--- src/ssl_pkg.sv ---
// Shared constants, types and helper functions for the sorted search list store.
package ssl_pkg;

	localparam int DEPTH = 16;
	localparam int DW    = 32;
	localparam int AW    = (DEPTH > 1) ? $clog2(DEPTH) : 1;
	localparam int CW    = $clog2(DEPTH + 1);
	localparam int PW    = (CW > 5) ? CW : 5;

	typedef enum logic [3:0] {
		K_PUSH_F  = 4'd0,
		K_PUSH_B  = 4'd1,
		K_INSERT  = 4'd2,
		K_POP_F   = 4'd3,
		K_POP_B   = 4'd4,
		K_DELETE  = 4'd5,
		K_LSEARCH = 4'd6,
		K_SORT    = 4'd7,
		K_BSEARCH = 4'd8,
		K_REVERSE = 4'd9,
		K_LIST    = 4'd10
	} kind_t;

	typedef enum logic [2:0] {
		ST_OK       = 3'd0,
		ST_EMPTY    = 3'd1,
		ST_BADPOS   = 3'd2,
		ST_FULL     = 3'd3,
		ST_NOTFOUND = 3'd4
	} status_t;

	typedef enum logic [4:0] {
		S_IDLE,
		S_INS_SH, S_INS_WR,
		S_DEL_CAP, S_DEL_SH, S_DEL_WR,
		S_LS_RD, S_LS_CMP,
		S_SO_OUT, S_SO_MIN, S_SO_RD, S_SO_CMP, S_SO_SWW, S_SO_SWI,
		S_BS_RD, S_BS_CMP,
		S_RV_CHK, S_RV_RDJ, S_RV_WRI, S_RV_WRJ,
		S_LI_RD, S_LI_OUT
	} state_t;

	typedef struct packed {
		logic eq;
		logic lt;
	} cmp_res_t;

	// sign-extend or truncate a 32-bit input to the stored width
	function automatic logic [DW-1:0] from_in(input logic [31:0] v);
		logic [DW-1:0] r;
		int src;
		for (int i = 0; i < DW; i++) begin
			src  = (i < 32) ? i : 31;
			r[i] = v[src];
		end
		return r;
	endfunction

	// sign-extend or truncate a stored word to the 32-bit output
	function automatic logic [31:0] to_out(input logic [DW-1:0] x);
		logic [31:0] r;
		int src;
		for (int i = 0; i < 32; i++) begin
			src  = (i < DW) ? i : DW - 1;
			r[i] = x[src];
		end
		return r;
	endfunction

endpackage

--- src/sorted_search_list_store_top.sv ---
// Top level: command sequencer around the element store and the shared compare unit.
// A command is taken when start is high and busy is low; busy then stays high until
// its last result has been produced. Each result appears for one cycle with done high
// and cannot be held off. Every command gives one result except list, which gives one
// result per stored element with last marking the final one. Commands walk the store
// through the single read port: pushes and inserts move entries up to open a gap, pops
// and deletes move them down to close it, searches and list read elements in turn,
// reverse swaps pairs from the ends inward, and sort (also run before a binary search)
// is a selection sort. Errors are answered straight from idle, without raising busy.
module sorted_search_list_store_top (
	input  logic        clk,
	input  logic        arst_n,
	input  logic        start,
	output logic        busy,
	input  logic [3:0]  kind,
	input  logic [31:0] value,
	input  logic [4:0]  position,
	output logic        done,
	output logic [2:0]  status,
	output logic [31:0] element,
	output logic [4:0]  found_position,
	output logic [4:0]  occupancy,
	output logic        last
);
	import ssl_pkg::*;

	state_t        state_q, state_d;
	kind_t         kind_q, kind_d;
	logic [DW-1:0] val_q, val_d, min_q, min_d, tmp_q, tmp_d;
	logic [CW-1:0] cnt_q, cnt_d, i_q, i_d, j_q, j_d, idx_q, idx_d, lo_q, lo_d, hi_q, hi_d;
	logic [AW-1:0] m_q, m_d;

	logic          done_d, last_d;
	status_t       status_d;
	logic [31:0]   element_d;
	logic [4:0]    fpos_d;

	logic          done_q, last_q;
	status_t       status_q;
	logic [31:0]   element_q;
	logic [4:0]    fpos_q, occ_q;

	logic          we;
	logic [AW-1:0] waddr, raddr;
	logic [DW-1:0] wdata, rdata, cmp_b;
	cmp_res_t      cmp;

	logic [PW-1:0] pos_w, cnt_w;
	logic [CW:0]   i_inc, mid_sum;

	ssl_mem #(.Depth(DEPTH), .Width(DW), .AddrW(AW)) u_mem (
		.clk   (clk),
		.we    (we),
		.waddr (waddr),
		.wdata (wdata),
		.raddr (raddr),
		.rdata (rdata)
	);

	assign cmp_b = (state_q == S_SO_CMP) ? min_q : val_q;

	ssl_cmp u_cmp (
		.a   (rdata),
		.b   (cmp_b),
		.res (cmp)
	);

	// state register
	always_ff @(posedge clk or negedge arst_n) begin
		if (!arst_n) begin
			state_q <= S_IDLE;
			cnt_q   <= '0;
			done_q  <= 1'b0;
		end else begin
			state_q <= state_d;
			cnt_q   <= cnt_d;
			done_q  <= done_d;
		end
	end

	// working and result registers
	always_ff @(posedge clk) begin
		kind_q <= kind_d;
		val_q  <= val_d;
		min_q  <= min_d;
		tmp_q  <= tmp_d;
		i_q    <= i_d;
		j_q    <= j_d;
		idx_q  <= idx_d;
		lo_q   <= lo_d;
		hi_q   <= hi_d;
		m_q    <= m_d;
		if (done_d) begin
			status_q  <= status_d;
			element_q <= element_d;
			fpos_q    <= fpos_d;
			last_q    <= last_d;
			occ_q     <= 5'(cnt_d);
		end
	end

	assign pos_w   = PW'(position);
	assign cnt_w   = PW'(cnt_q);
	assign i_inc   = {1'b0, i_q} + 1'b1;
	assign mid_sum = {1'b0, lo_q} + {1'b0, hi_q};

	// sequencer
	always_comb begin
		state_d   = state_q;
		kind_d    = kind_q;
		val_d     = val_q;
		min_d     = min_q;
		tmp_d     = tmp_q;
		cnt_d     = cnt_q;
		i_d       = i_q;
		j_d       = j_q;
		idx_d     = idx_q;
		lo_d      = lo_q;
		hi_d      = hi_q;
		m_d       = m_q;
		done_d    = 1'b0;
		status_d  = ST_OK;
		element_d = '0;
		fpos_d    = '0;
		last_d    = 1'b1;
		we        = 1'b0;
		waddr     = '0;
		wdata     = val_q;
		raddr     = '0;

		unique case (state_q)
			S_IDLE: begin
				if (start) begin
					kind_d = kind_t'(kind);
					val_d  = from_in(value);
					i_d    = '0;
					priority case (kind_t'(kind))
						K_PUSH_F, K_PUSH_B, K_INSERT: begin
							if (cnt_q == CW'(DEPTH)) begin
								done_d   = 1'b1;
								status_d = ST_FULL;
							end else if (kind_t'(kind) == K_INSERT &&
									(pos_w == '0 || pos_w > cnt_w + 1'b1)) begin
								done_d   = 1'b1;
								status_d = ST_BADPOS;
							end else begin
								i_d     = cnt_q;
								state_d = S_INS_SH;
								if (kind_t'(kind) == K_PUSH_F) begin
									idx_d = '0;
								end else if (kind_t'(kind) == K_PUSH_B) begin
									idx_d = cnt_q;
								end else begin
									idx_d = CW'(pos_w - 1'b1);
								end
							end
						end
						K_POP_F, K_POP_B, K_DELETE: begin
							if (cnt_q == '0) begin
								done_d   = 1'b1;
								status_d = ST_EMPTY;
							end else if (kind_t'(kind) == K_DELETE &&
									(pos_w == '0 || pos_w > cnt_w)) begin
								done_d   = 1'b1;
								status_d = ST_BADPOS;
							end else begin
								if (kind_t'(kind) == K_POP_F) begin
									idx_d = '0;
								end else if (kind_t'(kind) == K_POP_B) begin
									idx_d = cnt_q - 1'b1;
								end else begin
									idx_d = CW'(pos_w - 1'b1);
								end
								raddr   = idx_d[AW-1:0];
								state_d = S_DEL_CAP;
							end
						end
						K_LSEARCH: state_d = S_LS_RD;
						K_SORT:    state_d = S_SO_OUT;
						K_BSEARCH: begin
							if (cnt_q == '0) begin
								done_d   = 1'b1;
								status_d = ST_EMPTY;
							end else begin
								state_d = S_SO_OUT;
							end
						end
						K_REVERSE: begin
							if (cnt_q == '0) begin
								done_d = 1'b1;
							end else begin
								j_d     = cnt_q - 1'b1;
								state_d = S_RV_CHK;
							end
						end
						K_LIST: begin
							if (cnt_q == '0) begin
								done_d   = 1'b1;
								status_d = ST_EMPTY;
							end else begin
								state_d = S_LI_RD;
							end
						end
						default: done_d = 1'b1;
					endcase
				end
			end

			// open a gap by moving entries up one place
			S_INS_SH: begin
				if (i_q == idx_q) begin
					we      = 1'b1;
					waddr   = idx_q[AW-1:0];
					wdata   = val_q;
					cnt_d   = cnt_q + 1'b1;
					done_d  = 1'b1;
					state_d = S_IDLE;
				end else begin
					raddr   = AW'(i_q - 1'b1);
					state_d = S_INS_WR;
				end
			end
			S_INS_WR: begin
				we      = 1'b1;
				waddr   = i_q[AW-1:0];
				wdata   = rdata;
				i_d     = i_q - 1'b1;
				state_d = S_INS_SH;
			end

			// keep the removed item, then close the gap
			S_DEL_CAP: begin
				tmp_d   = rdata;
				i_d     = idx_q;
				state_d = S_DEL_SH;
			end
			S_DEL_SH: begin
				if (i_inc >= {1'b0, cnt_q}) begin
					cnt_d     = cnt_q - 1'b1;
					done_d    = 1'b1;
					element_d = to_out(tmp_q);
					state_d   = S_IDLE;
				end else begin
					raddr   = AW'(i_inc);
					state_d = S_DEL_WR;
				end
			end
			S_DEL_WR: begin
				we      = 1'b1;
				waddr   = i_q[AW-1:0];
				wdata   = rdata;
				i_d     = CW'(i_inc);
				state_d = S_DEL_SH;
			end

			// linear search, first match wins
			S_LS_RD: begin
				if (i_q == cnt_q) begin
					done_d   = 1'b1;
					status_d = ST_NOTFOUND;
					state_d  = S_IDLE;
				end else begin
					raddr   = i_q[AW-1:0];
					state_d = S_LS_CMP;
				end
			end
			S_LS_CMP: begin
				if (cmp.eq) begin
					done_d  = 1'b1;
					fpos_d  = 5'(i_inc);
					state_d = S_IDLE;
				end else begin
					i_d     = CW'(i_inc);
					state_d = S_LS_RD;
				end
			end

			// selection sort: outer pass
			S_SO_OUT: begin
				if (i_inc >= {1'b0, cnt_q}) begin
					if (kind_q == K_BSEARCH) begin
						lo_d    = '0;
						hi_d    = cnt_q - 1'b1;
						state_d = S_BS_RD;
					end else begin
						done_d  = 1'b1;
						state_d = S_IDLE;
					end
				end else begin
					raddr   = i_q[AW-1:0];
					m_d     = i_q[AW-1:0];
					j_d     = CW'(i_inc);
					state_d = S_SO_MIN;
				end
			end
			S_SO_MIN: begin
				min_d   = rdata;
				state_d = S_SO_RD;
			end
			S_SO_RD: begin
				if (j_q == cnt_q) begin
					if (m_q != i_q[AW-1:0]) begin
						raddr   = i_q[AW-1:0];
						state_d = S_SO_SWW;
					end else begin
						i_d     = CW'(i_inc);
						state_d = S_SO_OUT;
					end
				end else begin
					raddr   = j_q[AW-1:0];
					state_d = S_SO_CMP;
				end
			end
			S_SO_CMP: begin
				if (cmp.lt) begin
					min_d = rdata;
					m_d   = j_q[AW-1:0];
				end
				j_d     = j_q + 1'b1;
				state_d = S_SO_RD;
			end
			// swap minimum into place
			S_SO_SWW: begin
				we      = 1'b1;
				waddr   = m_q;
				wdata   = rdata;
				state_d = S_SO_SWI;
			end
			S_SO_SWI: begin
				we      = 1'b1;
				waddr   = i_q[AW-1:0];
				wdata   = min_q;
				i_d     = CW'(i_inc);
				state_d = S_SO_OUT;
			end

			// binary search on the sorted store
			S_BS_RD: begin
				idx_d   = CW'(mid_sum >> 1);
				raddr   = AW'(mid_sum >> 1);
				state_d = S_BS_CMP;
			end
			S_BS_CMP: begin
				if (cmp.eq) begin
					done_d  = 1'b1;
					fpos_d  = 5'({1'b0, idx_q} + 1'b1);
					state_d = S_IDLE;
				end else if (cmp.lt) begin
					lo_d = idx_q + 1'b1;
					if (idx_q >= hi_q) begin
						done_d   = 1'b1;
						status_d = ST_NOTFOUND;
						state_d  = S_IDLE;
					end else begin
						state_d = S_BS_RD;
					end
				end else begin
					hi_d = idx_q - 1'b1;
					if (idx_q == lo_q) begin
						done_d   = 1'b1;
						status_d = ST_NOTFOUND;
						state_d  = S_IDLE;
					end else begin
						state_d = S_BS_RD;
					end
				end
			end

			// reverse by swapping ends inward
			S_RV_CHK: begin
				if (i_q >= j_q) begin
					done_d  = 1'b1;
					state_d = S_IDLE;
				end else begin
					raddr   = i_q[AW-1:0];
					state_d = S_RV_RDJ;
				end
			end
			S_RV_RDJ: begin
				raddr   = j_q[AW-1:0];
				tmp_d   = rdata;
				state_d = S_RV_WRI;
			end
			S_RV_WRI: begin
				we      = 1'b1;
				waddr   = i_q[AW-1:0];
				wdata   = rdata;
				state_d = S_RV_WRJ;
			end
			S_RV_WRJ: begin
				we      = 1'b1;
				waddr   = j_q[AW-1:0];
				wdata   = tmp_q;
				i_d     = CW'(i_inc);
				j_d     = j_q - 1'b1;
				state_d = S_RV_CHK;
			end

			// list every item in order
			S_LI_RD: begin
				raddr   = i_q[AW-1:0];
				state_d = S_LI_OUT;
			end
			S_LI_OUT: begin
				done_d    = 1'b1;
				element_d = to_out(rdata);
				last_d    = (i_inc == {1'b0, cnt_q});
				i_d       = CW'(i_inc);
				state_d   = last_d ? S_IDLE : S_LI_RD;
			end

			default: state_d = S_IDLE;
		endcase
	end

	assign busy           = (state_q != S_IDLE);
	assign done           = done_q;
	assign status         = status_q;
	assign element        = element_q;
	assign found_position = fpos_q;
	assign occupancy      = occ_q;
	assign last           = last_q;

endmodule

--- src/ssl_mem.sv ---
// Element store: one write port, one read port with registered read data.
module ssl_mem #(
	parameter int Depth = 16,
	parameter int Width = 32,
	parameter int AddrW = 4
) (
	input  logic             clk,
	input  logic             we,
	input  logic [AddrW-1:0] waddr,
	input  logic [Width-1:0] wdata,
	input  logic [AddrW-1:0] raddr,
	output logic [Width-1:0] rdata
);

	logic [Width-1:0] mem [Depth];

	always_ff @(posedge clk) begin
		if (we) begin
			mem[waddr] <= wdata;
		end
		rdata <= mem[raddr];
	end

endmodule

--- src/ssl_cmp.sv ---
// Shared signed compare unit used by search and sort steps.
module ssl_cmp (
	input  logic [ssl_pkg::DW-1:0] a,
	input  logic [ssl_pkg::DW-1:0] b,
	output ssl_pkg::cmp_res_t      res
);
	import ssl_pkg::*;

	always_comb begin
		res.eq = (a == b);
		res.lt = ($signed(a) < $signed(b));
	end

endmodule

--- config.mk ---
export PLATFORM = sky130hd
export DESIGN_NAME = sorted_search_list_store_top
export DESIGN_NICKNAME = d
export VERILOG_FILES = /design/src/ssl_pkg.sv /design/src/sorted_search_list_store_top.sv /design/src/ssl_mem.sv /design/src/ssl_cmp.sv
export SDC_FILE = /design/constraint.sdc
export NUM_CORES = 1
export LEC_CHECK = 0
export BUFFER_PORTS_ARGS = -buffer_cell sky130_fd_sc_hd__buf_2
export CAP_MARGIN = 20
export CORE_MARGIN = 2
export CORE_UTILIZATION = 40
export DETAILED_ROUTE_END_ITERATION = 12
export GPL_TIMING_DRIVEN = 1
export HOLD_SLACK_MARGIN = 0.08
export SYNTH_ARGS = -nofsm -noshare
export SYNTH_HDL_FRONTEND = slang
export SYNTH_SLANG_ARGS = --single-unit
--- constraint.sdc ---
create_clock -name clk -period 5.3 [get_ports clk]
set_clock_uncertainty 0.15 [all_clocks]
set_input_delay 0.795 -clock clk [delete_from_list [all_inputs] [get_ports clk]]
set_output_delay 0.795 -clock clk [all_outputs]
set_load 0.02 [all_outputs]
# [Word level (Yosys, flattened, before mapping)]
# Memory sizes are Yosys's and may differ from the RTL's. A register that Yosys moved wholly into a read port is not among the register bits.
# Index checks and enable logic that the tools add are counted.
[totals] reg_bits=186 latch_bits=0 ram_bits=512 romBits=0 word_cells=256 n_memories=1
[classes] addsub=11 mul=0 n_div=0 order_cmp=6 n_eq_ne=62 n_shift=0 mux=122 bitwise=0 reduce_logical=36
[memory_table] name="u_mem.mem" words=16 word_bits=32 rd=1 rd_ports_with_merged_regs=1 write_ports=1 line="ssl_mem.sv:15" text="logic [Width-1:0] mem [Depth];"
[op_table] cell="$mux W5" n=46
[op_table] cell="$pmux W32 S2" n=2
[op_table] cell="$pmux W5 S20" n=1
[op_table] cell="$mux W32" n=3
[op_table] cell="$pmux W32 S3" n=1
[op_table] cell="$mux W4" n=17
[op_table] cell="$pmux W5 S2" n=6
[op_table] cell="$eq A5 B4 Y1 const B" n=8
[op_table] cell="$pmux W4 S10" n=1
[op_table] cell="$eq A5 B5 Y1 const B" n=7
[op_table] cell="$pmux W5 S7" n=1
[op_table] cell="$eq A32 B32 Y1" n=1
[op_table] cell="$lt A32 B32 Y1" n=1
[op_table] cell="$pmux W5 S6" n=1
[op_table] cell="$mux W3" n=9
[op_table] cell="$sub A5 B1 Y5 const B" n=5
[op_table] cell="$ne A2 B2 Y1 const B" n=12
[op_table] cell="$ne A3 B3 Y1 const B" n=7
[op_table] cell="$add A5 B1 Y5 const B" n=4
[op_table] cell="$eq A5 B3 Y1 const B" n=4
[op_table] cell="$eq A5 B5 Y1" n=4
[op_table] cell="$mux W1" n=20
[op_table] cell="$pmux W5 S4" n=1
[op_table] cell="$reduce_and A5 Y1" n=4
[op_table] cell="40 further kinds" n=71

# [Depth between registers and ports, before layout]
[depth] word_depth=9 depth_mapped=17

# [Cells and area by module]
# Synthesis repeated with hierarchy kept, for this count alone.
[hier_totals] cells_unflattened=1952 area_unflattened_um2=31197.4
[modules_own_cells] module="ssl_mem" instances=1 cells_per_inst=838 area_each_um2=19835.3 seq_area_each_um2=16015.4
[modules_own_cells] module="sorted_search_list_store_top" instances=1 cells_per_inst=997 area_each_um2=10505.1 seq_area_each_um2=5530.3
[modules_own_cells] module="ssl_cmp" instances=1 cells_per_inst=117 area_each_um2=857.1 seq_area_each_um2=0.0

# [Least setup slack after synthesis]
# OpenSTA, ideal clock, no wires.
[synth_timing] path_type="register to register" start="register state_q[0]" end="register min_q[0], enable pin" arrival_ns=5.069 required_ns=4.718 setup_slack_ns=-0.351 stages_incl_launch_ff=14 path_buffers=2 period_less_slack_ns=5.651 cell_sequence="dfrtp_1 -> clkbuf_1 -> nand2_1 -> nor3_1 -> clkbuf_1 -> mux2i_1 -> ha_1 -> a21o_1 -> a21o_1 -> a21oi_1 -> o21ai_0 -> a2111oi_0 -> a21oi_1 -> a21oi_1"
[synth_via] elab_chain_cells=5
[synth_rtl] element="start, declared" line="sorted_search_list_store_top.sv:27" text="state_t state_q, state_d;"
[synth_rtl] element="start signal, assigned" line="sorted_search_list_store_top.sv:75" text="state_q <= state_d;"
[synth_rtl] element="$eq A5 B4 Y1" line="sorted_search_list_store_top.sv:60, sorted_search_list_store_top.sv:131"
[synth_rtl] element="$mux W32" line="sorted_search_list_store_top.sv:60" text="assign cmp_b = (state_q == S_SO_CMP) ? min_q : val_q;"
[synth_rtl] element="$lt A32 B32 Y1" line="ssl_cmp.sv:11" text="res.lt = ($signed(a) < $signed(b));"
[synth_rtl] element="$ne A2 B2 Y1 (no source line)"
[synth_rtl] element="$reduce_and A2 Y1 (no source line) (*)"
[synth_rtl] element="end signal, assigned" line="sorted_search_list_store_top.sv:85" text="min_q <= min_d;"
[synth_rtl] element="end, declared" line="sorted_search_list_store_top.sv:29" text="logic [DW-1:0] val_q, val_d, min_q, min_d, tmp_q, tmp_d;"
# Every way passes the cells marked *; elsewhere a longest branch is shown, timed or not.
# A chain may end at the register's enable or synchronous reset.

# [Final worst setup path]
[layout_timing] start="register cnt_q[3]" end="register u_mem.rdata[14] (read register of u_mem.mem)"
[layout_via] elab_chain_cells=8
[layout_rtl] element="start, declared" line="sorted_search_list_store_top.sv:30" text="logic [CW-1:0] cnt_q, cnt_d, i_q, i_d, j_q, j_d, idx_q, idx_d, lo_q, lo_d, hi_q, hi_d;"
[layout_rtl] element="start signal, assigned" line="sorted_search_list_store_top.sv:76" text="cnt_q <= cnt_d;"
[layout_rtl] element="$sub A5 B1 Y5 / $gt A5 B5 Y1 (equally long branches)" line="sorted_search_list_store_top.sv:170, sorted_search_list_store_top.sv:163"
[layout_rtl] element="$mux W5 / $logic_or A1 B1 Y1 (equally long branches)" line="sorted_search_list_store_top.sv:169, sorted_search_list_store_top.sv:163"
[layout_rtl] element="$mux W5 / $logic_and A1 B1 Y1 (equally long branches)" line="sorted_search_list_store_top.sv:167, sorted_search_list_store_top.sv:162"
[layout_rtl] element="$mux W4" line="sorted_search_list_store_top.sv:162" text="end else if (kind_t'(kind) == K_DELETE &&"
[layout_rtl] element="$mux W4" line="sorted_search_list_store_top.sv:159" text="if (cnt_q == '0) begin"
[layout_rtl] element="$mux W4" line="sorted_search_list_store_top.sv:137" text="priority case (kind_t'(kind))"
[layout_rtl] element="$mux W4" line="sorted_search_list_store_top.sv:133" text="if (start) begin"
[layout_rtl] element="$pmux W4 S10 (*)" line="sorted_search_list_store_top.sv:131" text="unique case (state_q)"
[layout_rtl] element="end, declared" line="ssl_mem.sv:12" text="output logic [Width-1:0] rdata"
# Marked as above.

==> results.sh <==
export IMPL_ys_seq_elements=730
export IMPL_start_kind="flop"
export IMPL_drc=0
export IMPL_min_period_over_period=0.881
export IMPL_criticalPathCategory="reg2reg"
export IMPL_ys_top_cells_by_area="edfxtp_1 (64%), mux2_2 (4.4%), ha_1 (2.8%), dfxtp_1 (2.0%), o22ai_1 (1.8%)"
export IMPL_dr_pass1_iters=6
export IMPL_dpl_cell_count=3314
export IMPL_netlist_area_um2=32200
export IMPL_num_antenna_cells=0
export IMPL_power_density_nw_per_um2=655
export IMPL_cts_setup_buffers=0
export IMPL_wl_um=94000
export IMPL_tritoncts="done"
export IMPL_crit_required_ns=5.63
export IMPL_drive_above_1_share=0.239
export IMPL_crit_fanout=18
export IMPL_arrival_ns=5.00
export IMPL_place_congestion=0.957
export IMPL_fp_dieH_um=288
export IMPL_clockBufferDepth=3
export IMPL_drv_cap=0
export IMPL_start_util=0.402
export IMPL_synth_top_area_cell="edfxtp_1"
export IMPL_clkSinkCount=730
export IMPL_viasPerCell=5.92
export IMPL_tns_ns=0
export IMPL_grt_max_degree=65
export IMPL_drt_iter0_drc=2406
export IMPL_seq_area_frac_synth=0.668
export IMPL_tightest_slew_ns=1.15
export IMPL_grt_setup_unrepaired="false"
export IMPL_cts_hold_buffers=1
export IMPL_path_clk_slew_ns=0.06
export IMPL_syn_inst=2161
export IMPL_synth_edf_count=687
export IMPL_grt_pass1_vias=20300
export IMPL_layout_nets=2452
export IMPL_nFillCells=6952
export IMPL_instances_no_fill=3455
export IMPL_cts_root_buffer="clkbuf_16"
export IMPL_synth_top_area_frac=0.640
export IMPL_cts_htree_levels=3
export IMPL_synth_ff_type="edfxtp_1"
export IMPL_ctsResizeCount=0
export IMPL_row_count=104
export IMPL_grt_pass1_wl_um=137000
export IMPL_ir_drop_uv=472
export IMPL_dp_hpwl_um=60200
export IMPL_core_um2=80200
export IMPL_synth_cell_types=94
export IMPL_dieWidth_um=288
export IMPL_syn_avg_cell_area_um2=14.9
export IMPL_finalHoldViolations=0
export IMPL_slew_headroom=0.235
export IMPL_synthArstFlopShare=0.0151
export IMPL_p_leak_nw=12.6
export IMPL_clock_latency_ns=0.63
export IMPL_whs_ns=0.189
export IMPL_antenna_left=0
export IMPL_hold_class="in2reg"
export IMPL_status="finished, final reports clean"
export IMPL_die_area_um2=82900
export IMPL_overflow=0
export IMPL_crit_path_end_kind="flop"
export IMPL_via_count=20500
export IMPL_ios=92
export IMPL_utilization=0.465
export IMPL_synth_nets=2279
export IMPL_syn2layout_area_growth_pct=15.7
export IMPL_antenna_found_initial=5
export IMPL_slew_viol_final=0
export IMPL_routedWlPerCell_um=27.2
export IMPL_yosysWarnings=0
export IMPL_io_buffers=91
export IMPL_fin_crit_ns=4.67
export IMPL_multi_input_area_um2=10100
export IMPL_grt_use_total=0.224
export IMPL_cts_buffers=76
export IMPL_register_area_um2=21500
export IMPL_clock_fmax_mhz=214
export IMPL_setup_violations_final=0
==> cell usage after synthesis, types with 30 or more instances <==
cell type / number
edfxtp_1: 687
nor2_1: 126
mux2_2: 125
a21oi_1: 97
o22ai_1: 94
ha_1: 72
clkbuf_1: 64
nand2_1: 61
nand3_1: 47
o21ai_0: 46
inv_1: 45
mux2i_1: 39
buf_2: 38
a22o_1: 34
a222oi_1: 32
dfxtp_1: 32
xnor2_1: 30
==> logic make-up (layout without fill, tap and decap cells) <==
family          Yosys count  after routing  synth area share
simple gates            426            426            0.0809
fa+ha+maj                74             74            0.0292
compound gates          516            516             0.119
mux                     184            184            0.0632
flops                   730            730             0.668
buf+inv                 180            414            0.0259
xor+xnor                 51             51            0.0139
==> layout make-up <==
type / instances / area share
flip-flops and latches: 730 / 0.578
well taps: 1060 / 0.0356
clock inverters: 45 / 0.0130
clock buffers: 94 / 0.0542
inverters: 46 / 0.00470
repair buffers: 229 / 0.0455
multi-input cells: 1251 / 0.269
==> worst max-delay path: stages (launching register included) <==
cell       delay, ns
dfrtp_1         0.65
inv_1           0.24
ha_1            0.34
and4_1          0.21
a21oi_1         0.24
a31oi_1         0.25
nor4_1          0.79
nor2b_1         0.20
buf_4           0.28
a211oi_2        0.29
buf_4           0.23
a32oi_1         0.09
o2111ai_1       0.42
nor4_1          0.14
==> power breakdown <==
part | switching (W) | internal [W] | total [W]
combinational | 0.00618 | 0.00394 | 0.0101
sequential | 0.000723 | 0.00824 | 0.00896
clock | 0.00227 | 0.00308 | 0.00535
==> cell usage in the layout, fill, tap and decap left out, types with 11 or more instances in the layout <==
cell / instances
o211ai_1: 16
nor2_4: 13
xor2_1: 21
nand2b_1: 15
mux2i_1: 39
or3_1: 25
a22o_1: 34
o22ai_1: 93
buf_2: 91
a222oi_1: 32
o21ai_1: 24
clkbuf_16: 77
xnor2_1: 30
inv_1: 44
buf_12: 16
dfrtp_1: 11
nor4b_4: 22
a21oi_1: 94
nor3_1: 22
o221ai_2: 23
nor2_1: 112
o2111ai_1: 14
clkinv_2: 20
mux2_2: 125
clkbuf_1: 14
nand3_1: 47
nand2_1: 61
nor2b_1: 15
nand3b_1: 17
ha_1: 72
o221ai_1: 29
nand4_1: 12
o21ai_0: 46
mux2_1: 18
buf_4: 120
edfxtp_1: 687
dfxtp_1: 32
nor4_1: 14
a21o_1: 12
==> stage by stage <==
stage / total power (W) / setup WS (ns) / instance area [um^2]
floorplan: 0.0152 / -0.0124 / 32300
global placement: 0.0189 / 0.546 / 34800
detailed placement: 0.0191 / 0.509 / 34800
CTS: 0.0245 / 0.564 / 37300
global route: 0.0256 / 0.370 / 37300
finish: 0.0244 / 0.633 / 37300
==> path summary, 6_finish.rpt <==
check,from,endpoint,slack [ns],cells after the start
max in group asynchronous,arst_n,state_q[4],4.25,2
setup reg to reg,cnt_q[3],u_mem.rdata[14],0.63,13
min in group asynchronous,arst_n,state_q[0],0.47,2
setup / recovery,cnt_q[3],u_mem.rdata[14],0.63,13
hold / removal,value[19],val_q[19],0.19,1
hold reg to reg,u_mem.rdata[6],min_q[6],0.39,0
==> routing by layer <==
layer | GRT usage | routed length (um) | vias to the layer above
li1 | - | - | 8978
met1 | 0.319 | 41100 | 10500
met2 | 0.362 | 44400 | 866
met3 | 0.0307 | 6720 | 110
met4 | 0.0549 | 1720 | 0
met5 | 0 | 0 | -
==> registers in the layout (all words and copies together) (netlist names) <==
name            count
hi_q                5
found_position      5
min_q              32
done                1
val_q              32
cnt_q               5
i_q                 5
state_q             5
kind_q              4
j_q                 5
idx_q               5
u_mem.mem         512
status              3
last                1
u_mem.rdata        32
tmp_q              32
lo_q                5
element            32
m_q                 4
occupancy           5
Power figures use the tool's default switching activity.
